**config.mk**
```make
export PLATFORM = sky130hd
export DESIGN_NAME = sha1_message_digest_unit
export DESIGN_NICKNAME = d
export VERILOG_FILES = /design/src/rtl/sha1_pkg.sv /design/src/rtl/sha1_datapath.sv /design/src/rtl/sha1_ctrl.sv /design/src/rtl/sha1_message_digest_unit.sv
export SDC_FILE = /design/constraint.sdc
export NUM_CORES = 2
export LEC_CHECK = 0
export BUFFER_PORTS_ARGS = -buffer_cell sky130_fd_sc_hd__clkbuf_2
export CORE_MARGIN = 2
export CORE_UTILIZATION = 55
export DETAILED_ROUTE_END_ITERATION = 7
export HOLD_SLACK_MARGIN = 0.12
export PLACE_DENSITY_LB_ADDON = 0.15
export SLEW_MARGIN = 20
export SYNTH_ARGS = -nofsm -noshare
export SYNTH_HDL_FRONTEND = slang
export SYNTH_SLANG_ARGS = --single-unit
```
**constraint.sdc**
```tcl
create_clock -name clock -period 12.65 [get_ports clock]
set_input_delay 2.53 -clock clock [delete_from_list [all_inputs] [get_ports clock]]
set_output_delay 2.53 -clock clock [all_outputs]
set_load 0.01 [all_outputs]
```
**src/rtl/sha1_pkg.sv**
```systemverilog
// SHA-1 digest unit: shared types, constants and helper functions.
// No dependencies; used by every module of the unit.
`timescale 1ns / 1ps
package sha1_pkg;

   localparam int unsigned BlockBytes = 64;
   localparam int unsigned LenPos     = 56;
   localparam int unsigned Rounds     = 80;
   localparam int unsigned DigestBytes = 20;

   localparam logic [31:0] K0 = 32'h5A827999;
   localparam logic [31:0] K1 = 32'h6ED9EBA1;
   localparam logic [31:0] K2 = 32'h8F1BBCDC;
   localparam logic [31:0] K3 = 32'hCA62C1D6;
   localparam logic [31:0] H0 = 32'h67452301;
   localparam logic [31:0] H1 = 32'hEFCDAB89;
   localparam logic [31:0] H2 = 32'h98BADCFE;
   localparam logic [31:0] H3 = 32'h10325476;
   localparam logic [31:0] H4 = 32'hC3D2E1F0;
   localparam logic [7:0]  PadByte = 8'h80;
   localparam logic        HexOutputReset = 1'b1;

   typedef struct packed {
      logic [7:0] data_byte;
      logic       byte_present;
      logic       last;
   } req_type;

   typedef struct packed {
      logic [7:0] out_byte;
      logic       out_last;
   } rsp_type;

   typedef enum logic [3:0] {
      ST_IDLE,
      ST_LOAD,
      ST_ROUND,
      ST_FOLD,
      ST_PAD,
      ST_PAD_FILL,
      ST_EMIT
   } state_type;

   // Buffer write source: message bytes, or pad, zero and length bytes for the pad sweep
   typedef enum logic [1:0] {
      WR_DATA,
      WR_PAD,
      WR_ZERO,
      WR_LEN
   } wr_sel_type;

   // Controller to datapath
   typedef struct packed {
      logic       buf_we;
      wr_sel_type wr_sel;
      logic [5:0] wr_addr;
      logic       cnt_add;
      logic       load_work;
      logic       round_en;
      logic [6:0] round;
      logic       fold;
      logic       clear;
      logic [5:0] rd_addr;
   } cmd_type;

   function automatic logic [7:0] hex_char(input logic [3:0] nib);
      if (nib < 4'd10) hex_char = 8'h30 + {4'h0, nib};
      else             hex_char = 8'h57 + {4'h0, nib};
   endfunction

   function automatic logic [31:0] round_k(input logic [6:0] r);
      if (r < 7'd20)      round_k = K0;
      else if (r < 7'd40) round_k = K1;
      else if (r < 7'd60) round_k = K2;
      else                round_k = K3;
   endfunction

endpackage

```
**src/rtl/sha1_datapath.sv**
```systemverilog
// SHA-1 datapath: block buffer memory, bit counter, message schedule,
// round unit and chaining words. Depends on sha1_pkg.
`timescale 1ns / 1ps
module sha1_datapath
   import sha1_pkg::*;
(
   input  logic          clock,
   input  logic          reset,
   input  cmd_type       cmd,
   input  logic [7:0]    data_byte,
   input  logic [4:0]    digest_sel,
   output logic [7:0]    digest_byte
);

   logic [7:0]   mem [BlockBytes];
   logic [7:0]   rd_data_ff;
   logic [63:0]  bit_count_ff, bit_count_in;
   logic [31:0]  h_ff [5];
   logic [31:0]  a_ff, b_ff, c_ff, d_ff, e_ff;
   logic [31:0]  w_ff [16];
   logic [7:0]   wr_data;
   logic [31:0]  w_new, f_val, t_val, w_cur;
   logic [159:0] h_flat;

   // Buffer write data mux; length bytes big-endian at 56..63
   always_comb begin
      case (cmd.wr_sel)
         WR_DATA: wr_data = data_byte;
         WR_PAD:  wr_data = PadByte;
         WR_ZERO: wr_data = 8'h00;
         default: wr_data = bit_count_ff[8 * (7 - cmd.wr_addr[2:0]) +: 8];
      endcase
   end

   // Block buffer memory, registered read
   always_ff @(posedge clock) begin
      if (cmd.buf_we) mem[cmd.wr_addr] <= wr_data;
      rd_data_ff <= mem[cmd.rd_addr];
   end

   // Message bit counter, wraps at 2^64
   always_comb begin
      bit_count_in = bit_count_ff;
      if (cmd.clear)        bit_count_in = '0;
      else if (cmd.cnt_add) bit_count_in = bit_count_ff + 64'd8;
   end

   always_ff @(posedge clock) begin
      if (reset) bit_count_ff <= '0;
      else       bit_count_ff <= bit_count_in;
   end

   // Schedule: 16-word window; bytes shift in during load, expand during rounds
   assign w_new = {w_ff[13] ^ w_ff[8] ^ w_ff[2] ^ w_ff[0]} << 1
                | {31'h0, w_ff[13][31] ^ w_ff[8][31] ^ w_ff[2][31] ^ w_ff[0][31]};
   assign w_cur = (cmd.round < 7'd16) ? w_ff[0] : w_new;

   always_comb begin
      if (cmd.round < 7'd20)      f_val = (b_ff & c_ff) | (~b_ff & d_ff);
      else if (cmd.round < 7'd40) f_val = b_ff ^ c_ff ^ d_ff;
      else if (cmd.round < 7'd60) f_val = (b_ff & c_ff) | (b_ff & d_ff) | (c_ff & d_ff);
      else                        f_val = b_ff ^ c_ff ^ d_ff;
   end

   assign t_val = {a_ff[26:0], a_ff[31:27]} + f_val + e_ff + w_cur + round_k(cmd.round);

   always_ff @(posedge clock) begin
      if (cmd.load_work) begin
         // byte shifts into low end of last word
         for (int i = 0; i < 15; i++) w_ff[i] <= {w_ff[i][23:0], w_ff[i + 1][31:24]};
         w_ff[15] <= {w_ff[15][23:0], rd_data_ff};
         a_ff <= h_ff[0]; b_ff <= h_ff[1]; c_ff <= h_ff[2];
         d_ff <= h_ff[3]; e_ff <= h_ff[4];
      end else if (cmd.round_en) begin
         for (int i = 0; i < 15; i++) w_ff[i] <= w_ff[i + 1];
         w_ff[15] <= w_cur;
         a_ff <= t_val;
         b_ff <= a_ff;
         c_ff <= {b_ff[1:0], b_ff[31:2]};
         d_ff <= c_ff;
         e_ff <= d_ff;
      end
   end

   // Chaining words
   always_ff @(posedge clock) begin
      if (reset || cmd.clear) begin
         h_ff[0] <= H0; h_ff[1] <= H1; h_ff[2] <= H2; h_ff[3] <= H3; h_ff[4] <= H4;
      end else if (cmd.fold) begin
         h_ff[0] <= h_ff[0] + a_ff; h_ff[1] <= h_ff[1] + b_ff;
         h_ff[2] <= h_ff[2] + c_ff; h_ff[3] <= h_ff[3] + d_ff;
         h_ff[4] <= h_ff[4] + e_ff;
      end
   end

   assign h_flat = {h_ff[0], h_ff[1], h_ff[2], h_ff[3], h_ff[4]};
   assign digest_byte = h_flat[8 * (DigestBytes - 1 - 32'(digest_sel)) +: 8];

endmodule

```
**src/rtl/sha1_ctrl.sv**
```systemverilog
// SHA-1 controller: sequences byte intake, block load, rounds, padding
// and digest output. Depends on sha1_pkg.
`timescale 1ns / 1ps
module sha1_ctrl
   import sha1_pkg::*;
(
   input  logic       clock,
   input  logic       reset,
   input  logic       req_valid,
   output logic       req_ready,
   input  req_type    req_data,
   output logic       rsp_valid,
   input  logic       rsp_ready,
   output logic       rsp_last,
   output logic       rsp_hi_nib,
   input  logic       hex_output,
   output logic [4:0] digest_sel,
   output cmd_type    cmd
);

   state_type   state_ff, state_in;
   logic [5:0]  fill_ff, fill_in;
   logic [6:0]  cnt_ff, cnt_in;
   logic        final_ff, final_in;     // pad byte still to be written
   logic        lenblk_ff, lenblk_in;   // next compression carries length
   logic        lenpend_ff, lenpend_in; // length needs a block of its own
   logic [5:0]  out_ff, out_in;
   logic        accept;
   logic        rsp_done;

   assign accept = req_valid && req_ready;
   assign rsp_done = rsp_valid && rsp_ready;

   // Next state
   always_comb begin
      state_in   = state_ff;
      fill_in    = fill_ff;
      cnt_in     = cnt_ff;
      final_in   = final_ff;
      lenblk_in  = lenblk_ff;
      lenpend_in = lenpend_ff;
      out_in     = out_ff;
      unique case (state_ff)
         ST_IDLE: begin
            if (accept) begin
               if (req_data.byte_present) fill_in = fill_ff + 6'd1;
               cnt_in = '0;
               if (req_data.byte_present && fill_ff == 6'd63) begin
                  final_in = req_data.last;
                  state_in = ST_LOAD;
               end else if (req_data.last) begin
                  final_in = 1'b1;
                  state_in = ST_PAD;
               end
            end
         end
         ST_LOAD: begin
            // registered buffer read first, then 64 bytes shift in
            cnt_in = cnt_ff + 7'd1;
            if (cnt_ff == 7'd64) begin
               cnt_in = '0;
               state_in = ST_ROUND;
            end
         end
         ST_ROUND: begin
            cnt_in = cnt_ff + 7'd1;
            if (cnt_ff == 7'(Rounds - 1)) state_in = ST_FOLD;
         end
         ST_FOLD: begin
            cnt_in = '0;
            if (lenblk_ff) begin
               lenblk_in = 1'b0;
               final_in  = 1'b0;
               out_in    = '0;
               state_in  = ST_EMIT;
            end else if (lenpend_ff) begin
               // zeros and length sweep from address 0
               lenpend_in = 1'b0;
               lenblk_in  = 1'b1;
               state_in   = ST_PAD_FILL;
            end else if (final_ff) begin
               state_in = ST_PAD;
            end else begin
               state_in = ST_IDLE;
            end
         end
         ST_PAD: begin
            // pad byte at fill; length fits only if fill < 56
            fill_in    = fill_ff + 6'd1;
            final_in   = 1'b0;
            lenblk_in  = fill_ff < 6'(LenPos);
            lenpend_in = fill_ff >= 6'(LenPos);
            state_in = (fill_ff == 6'd63) ? ST_LOAD : ST_PAD_FILL;
            if (fill_ff == 6'd63) fill_in = '0;
         end
         ST_PAD_FILL: begin
            fill_in = fill_ff + 6'd1;
            if (fill_ff == 6'd63) begin
               fill_in  = '0;
               cnt_in   = '0;
               state_in = ST_LOAD;
            end
         end
         ST_EMIT: begin
            if (rsp_done) begin
               out_in = out_ff + 6'd1;
               if (rsp_last) begin
                  fill_in  = '0;
                  state_in = ST_IDLE;
               end
            end
         end
         default: state_in = ST_IDLE;
      endcase
   end

   // Outputs
   always_comb begin
      cmd = '0;
      cmd.wr_sel  = WR_DATA;
      cmd.wr_addr = fill_ff;
      cmd.rd_addr = cnt_ff[5:0];
      cmd.round   = cnt_ff;
      req_ready = 1'b0;
      rsp_valid = 1'b0;
      unique case (state_ff)
         ST_IDLE: begin
            req_ready = 1'b1;
            cmd.buf_we  = accept && req_data.byte_present;
            cmd.cnt_add = accept && req_data.byte_present;
         end
         ST_LOAD: cmd.load_work = cnt_ff != 7'd0;
         ST_ROUND: cmd.round_en = 1'b1;
         ST_FOLD: cmd.fold = 1'b1;
         ST_PAD: begin
            cmd.buf_we = 1'b1;
            cmd.wr_sel = WR_PAD;
         end
         ST_PAD_FILL: begin
            cmd.buf_we = 1'b1;
            cmd.wr_sel = (lenblk_ff && fill_ff >= 6'(LenPos)) ? WR_LEN : WR_ZERO;
         end
         ST_EMIT: begin
            rsp_valid = 1'b1;
            cmd.clear = rsp_done && rsp_last;
         end
         default: ;
      endcase
   end

   assign digest_sel = hex_output ? out_ff[5:1] : out_ff[4:0];
   assign rsp_hi_nib = hex_output && !out_ff[0];
   assign rsp_last   = hex_output ? (out_ff == 6'd39) : (out_ff == 6'd19);

   always_ff @(posedge clock) begin
      if (reset) begin
         state_ff   <= ST_IDLE;
         fill_ff    <= '0;
         cnt_ff     <= '0;
         final_ff   <= 1'b0;
         lenblk_ff  <= 1'b0;
         lenpend_ff <= 1'b0;
         out_ff     <= '0;
      end else begin
         state_ff   <= state_in;
         fill_ff    <= fill_in;
         cnt_ff     <= cnt_in;
         final_ff   <= final_in;
         lenblk_ff  <= lenblk_in;
         lenpend_ff <= lenpend_in;
         out_ff     <= out_in;
      end
   end

endmodule

```
**src/rtl/sha1_message_digest_unit.sv**
```systemverilog
// SHA-1 digest unit top level: controller, datapath and the format register.
// Depends on sha1_pkg, sha1_ctrl and sha1_datapath.
`timescale 1ns / 1ps
// Byte-in SHA-1 engine. A beat that carries a byte is accepted whenever the engine
// is idle; the 64th byte of a block then holds off the input while the schedule
// loads from the block buffer one byte a cycle, the 80 rounds run on one shared
// round unit and the fold is done. A last beat adds a padding sweep from the fill
// position to the end of the block and a compression; when more than 55 bytes
// are pending, a second sweep and compression follow. Then come 20 raw or 40 hex
// digest beats, one per cycle when the consumer is ready. Message state returns
// to reset after the final digest beat; the hex_output format bit is kept.
module sha1_message_digest_unit
   import sha1_pkg::*;
(
   input  logic    clock,
   input  logic    reset,
   input  logic    req_valid,
   output logic    req_ready,
   input  req_type req_data,
   output logic    rsp_valid,
   input  logic    rsp_ready,
   output rsp_type rsp_data,
   input  logic    csr_we,
   input  logic    csr_wdata
);

   logic       hex_ff;
   cmd_type    cmd;
   logic [4:0] digest_sel;
   logic [7:0] digest_byte;
   logic       hi_nib;
   logic       last_beat;

   // Format register
   always_ff @(posedge clock) begin
      if (reset)       hex_ff <= HexOutputReset;
      else if (csr_we) hex_ff <= csr_wdata;
   end

   sha1_ctrl u_ctrl (
      .clock, .reset, .req_valid, .req_ready, .req_data,
      .rsp_valid, .rsp_ready, .rsp_last(last_beat), .rsp_hi_nib(hi_nib),
      .hex_output(hex_ff), .digest_sel, .cmd
   );

   sha1_datapath u_dp (
      .clock, .reset, .cmd, .data_byte(req_data.data_byte),
      .digest_sel, .digest_byte
   );

   // Output beat formatting
   always_comb begin
      rsp_data.out_last = last_beat;
      if (!hex_ff)     rsp_data.out_byte = digest_byte;
      else if (hi_nib) rsp_data.out_byte = hex_char(digest_byte[7:4]);
      else             rsp_data.out_byte = hex_char(digest_byte[3:0]);
   end

   a_no_accept_while_busy: assert property (@(posedge clock) disable iff (reset)
      rsp_valid |-> !req_ready) else $error("input taken during digest output");

   a_last_ends_output: assert property (@(posedge clock) disable iff (reset)
      rsp_valid && rsp_ready && rsp_data.out_last |=> !rsp_valid)
      else $error("output continued after final beat");

endmodule

```
==> results.cfg <==
[power_and_ir_drop]
total_power_mw = 16.3
leakage_nw = 28.7
ir_drop_uv = 190
power_density_mw_per_mm2 = 200

[clock_network]
h-tree-depth = 4
post-cts-setup-buffer-count = 0
clk_pin_slew_ns = 0.07
cts_tree = yes
insertion_delay_ns = 0.79
hold_buffers = 0
cts_buffers = 154
clk_path_buf_depth = 3
numClockSinks = 1439
ctsResizeCount = 0
root_buffer = clkbuf_16

[die]
pin_count = 27
die_x_um = 372
die_area_sq_mm = 0.139
start_util_pct = 55.2
core_sq_mm = 0.135
die_y_um = 372
fp-row-count = 135

[grt]
grt_pass1_vias = 45500
grt.overflow.total = 0
grt_max_degree = 222
antenna_found_initial = 6
grtUsageTotal_pct = 28.4
grt_pass1_wl_um = 292000

[synth]
syn_inst = 5900
yosysUniqueCellTypes = 95
synth_ff_type = edfxtp_1
syn_avg_cell_area_sq_um = 12.6
yosys_warnings = 0
ys_seq_elements = 1439
netlist_area_sq_mm = 0.0745
synth_nets = 6244
async_flop_share_pct = 0
yosysSeqAreaShare_pct = 56.7
synth-edff-count = 1344

[placed_design]
io_buffers = 26
dp_hpwl_um = 139000
place_congestion = 0.997
placedCellCount = 7513

[hold_path]
hold-path-cell-count = 2
hold_end = u_dp.w_ff[7][37]
hold_path.startpoint = u_dp.rd_data_ff[5]
hold_path.class = reg2reg

[setup_path]
worst-endpoint-required_ns = 10.12
r2r_slack_ns = 5.05
rr_worst_depth = 22
cp-end-kind = output pin
start_kind = register
timing.rr.start = u_ctrl.cnt_ff[3]
r2r_end = u_dp.a_ff[30]
path_max_fanout = 15
path_class = reg2out
worst_ep_arrival_time_ns = 5.42

[sta]
fin_crit_sh_pct = 62.8
finalMaxSlewViolations = 0
hold_violations = 0
period_minus_slack_ns = 7.95
fin_worst_skew_ns = 0.0304
rsz0062_at_grt = false
tns_ns = 0
finalSetupViolCount = 0
hold_slack_ns = 0.504
max_freq_mhz = 126
tightest_slew_ns = 1.14
max_slew_margin_pct = 21.9

[routing]
drt-initial-drc-count = 5261
num_vias = 47900
vias_per_cell = 6.15
wl_per_cell_um = 25.2
dr.pass1.iters = 6
ant_nets = 0
drc_errors = 0
wirelength_um = 197000

[finish]
layout.cells.non_filler = 7794
nFillCells = 10700
final_nets = 6232
diodes = 0
drive_gt1_share_pct = 15.1
areaGrowthSynthToFinish_pct = 9.24

[status]
status = completed

[job]
max_cap_viol_count = 0
[routing by layer]
layer | share of wire (%) | vias to the layer above | GRT usage (%)
li1 | - | 21600 | -
met4 | 3.3 | 6 | 9.07
met1 | 44 | 24100 | 42.3
met3 | 8.4 | 337 | 5.87
met2 | 44 | 1843 | 42.1
met5 | 0.017 | - | 0
[registers in the layout (all words and copies together), names as in the netlist, 3 cells and up]
signal and cells:
u_dp.w_ff 512, u_dp.mem 512, u_dp.h_ff 160, u_dp.d_ff 32, u_dp.b_ff 32, u_ctrl.fill_ff 6, u_dp.c_ff 32, u_ctrl.out_ff 6
u_dp.a_ff 32, u_dp.rd_data_ff 8, u_dp.e_ff 32, u_ctrl.state_ff 3, u_ctrl.cnt_ff 7, u_dp.bit_count_ff 61
[synthesized netlist by cell type (9+ instances only)]
cell type,count,area [sq um]
edfxtp_1,1344,40400
nand2_1,1150,4320
nor2_1,364,1370
mux2_2,326,3670
inv_1,226,848
ha_1,214,2680
mux4_2,212,4770
o21ai_0,212,1060
clkbuf_1,210,788
a21oi_1,207,1040
xnor2_1,201,1760
fa_1,114,2280
xor2_1,114,998
dfxtp_1,95,1900
a21o_1,94,706
nand3_1,81,405
mux2i_1,57,571
nor3_1,49,245
and3_1,41,257
nand2b_1,39,244
or3_1,36,225
buf_1,35,131
o21bai_1,35,263
a31oi_1,33,206
a211oi_1,31,233
nor2b_1,30,188
nand4_1,29,181
o21a_1,26,195
o211ai_1,23,173
a221o_1,18,180
and2_1,16,100
nor3b_1,16,120
o221ai_1,14,123
nor4_1,12,75.1
a2111oi_0,11,96.3
o22ai_1,10,62.6
mux4_1,9,236
nand3b_1,9,67.6
[cells in the final DEF (no fill, tap or decap), types with 81 or more instances in the layout]
cell type / n
edfxtp_1: 1344
a21oi_1: 206
xor2_1: 114
nand3_1: 81
dfxtp_1: 91
mux2_2: 326
inv_1: 226
nor2_1: 362
xnor2_1: 201
a21o_1: 94
ha_1: 214
clkbuf_16: 158
o21ai_0: 199
fa_1: 114
nand2_1: 1148
mux4_2: 212
[worst max-delay path, stage by stage, from the launching register on]
cell      delay [ns]
dfxtp_1         0.74
mux2_2          0.56
inv_2           0.19
ha_1            0.25
xor2_1          0.64
nand3_1         0.22
nor4_1          0.85
nor3_4          0.15
ha_1            0.29
o21ai_0         0.23
a32oi_1         0.09
nand2_1         0.09
o21ai_0         0.15
clkbuf_2        0.18
[kinds of logic (layout without fill, tap and decap cells)]
logic type / Yosys count / after routing / share of synthesized area, %
XOR/XNOR: 315 / 315 / 3.70
AO/OA/AOI/OAI: 823 / 823 / 7.15
flip-flops: 1439 / 1439 / 56.7
adder cells (fa/ha/maj): 328 / 328 / 6.65
AND/OR/NAND/NOR: 1898 / 1898 / 10.8
buffers and inverters: 490 / 603 / 2.55
multiplexers: 607 / 607 / 12.5
[where the power goes]
part	total [mW]	internal [mW]	leakage (nW)	switching (mW)
registers	6.58	6.13	12.8	0.451
clock network	4.38	2.47	2.35	1.91
logic	5.34	2.12	13.5	3.22
[area by class of cell]
class	instances	area (sq um)	share of cell area, %
Sequential cell	1439	42300	51.9
Multi-Input combinational cell	3971	30500	37.5
Clock buffer	196	4130	5.07
Tap cell	1781	2230	2.74
Inverter	229	860	1.06
Clock inverter	85	727	0.893
Timing Repair Buffer	93	683	0.839
[worst max-delay path by stage]
stage          slack, ns             start             to  depth (start not counted)
2_1_floorplan       1.53  u_ctrl.cnt_ff[0]   u_dp.a_ff[0]                         11
5_1_grt             4.51  u_ctrl.cnt_ff[3]  u_dp.a_ff[30]                         23
3_5_place_dp        5.21  u_ctrl.cnt_ff[3]  u_dp.a_ff[30]                         23
3_3_place_gp        5.23  u_ctrl.cnt_ff[3]  u_dp.a_ff[30]                         23
6_report            4.70  u_ctrl.out_ff[3]    rsp_data[5]                         13
4_1_cts             4.93  u_ctrl.out_ff[3]    rsp_data[5]                         13
[per-stage QoR]
step / setup slack (ns) / util (%) / instance area (sq um)
CTS: 4.93 / 60.3 / 81400
finish: 4.70 / 60.3 / 81400
detailed placement: 5.21 / 56.7 / 76600
global route: 4.51 / 60.3 / 81400
floorplan: 1.53 / - / 74500
global placement: 5.23 / 56.7 / 76600
Power figures use the tool's default switching activity.
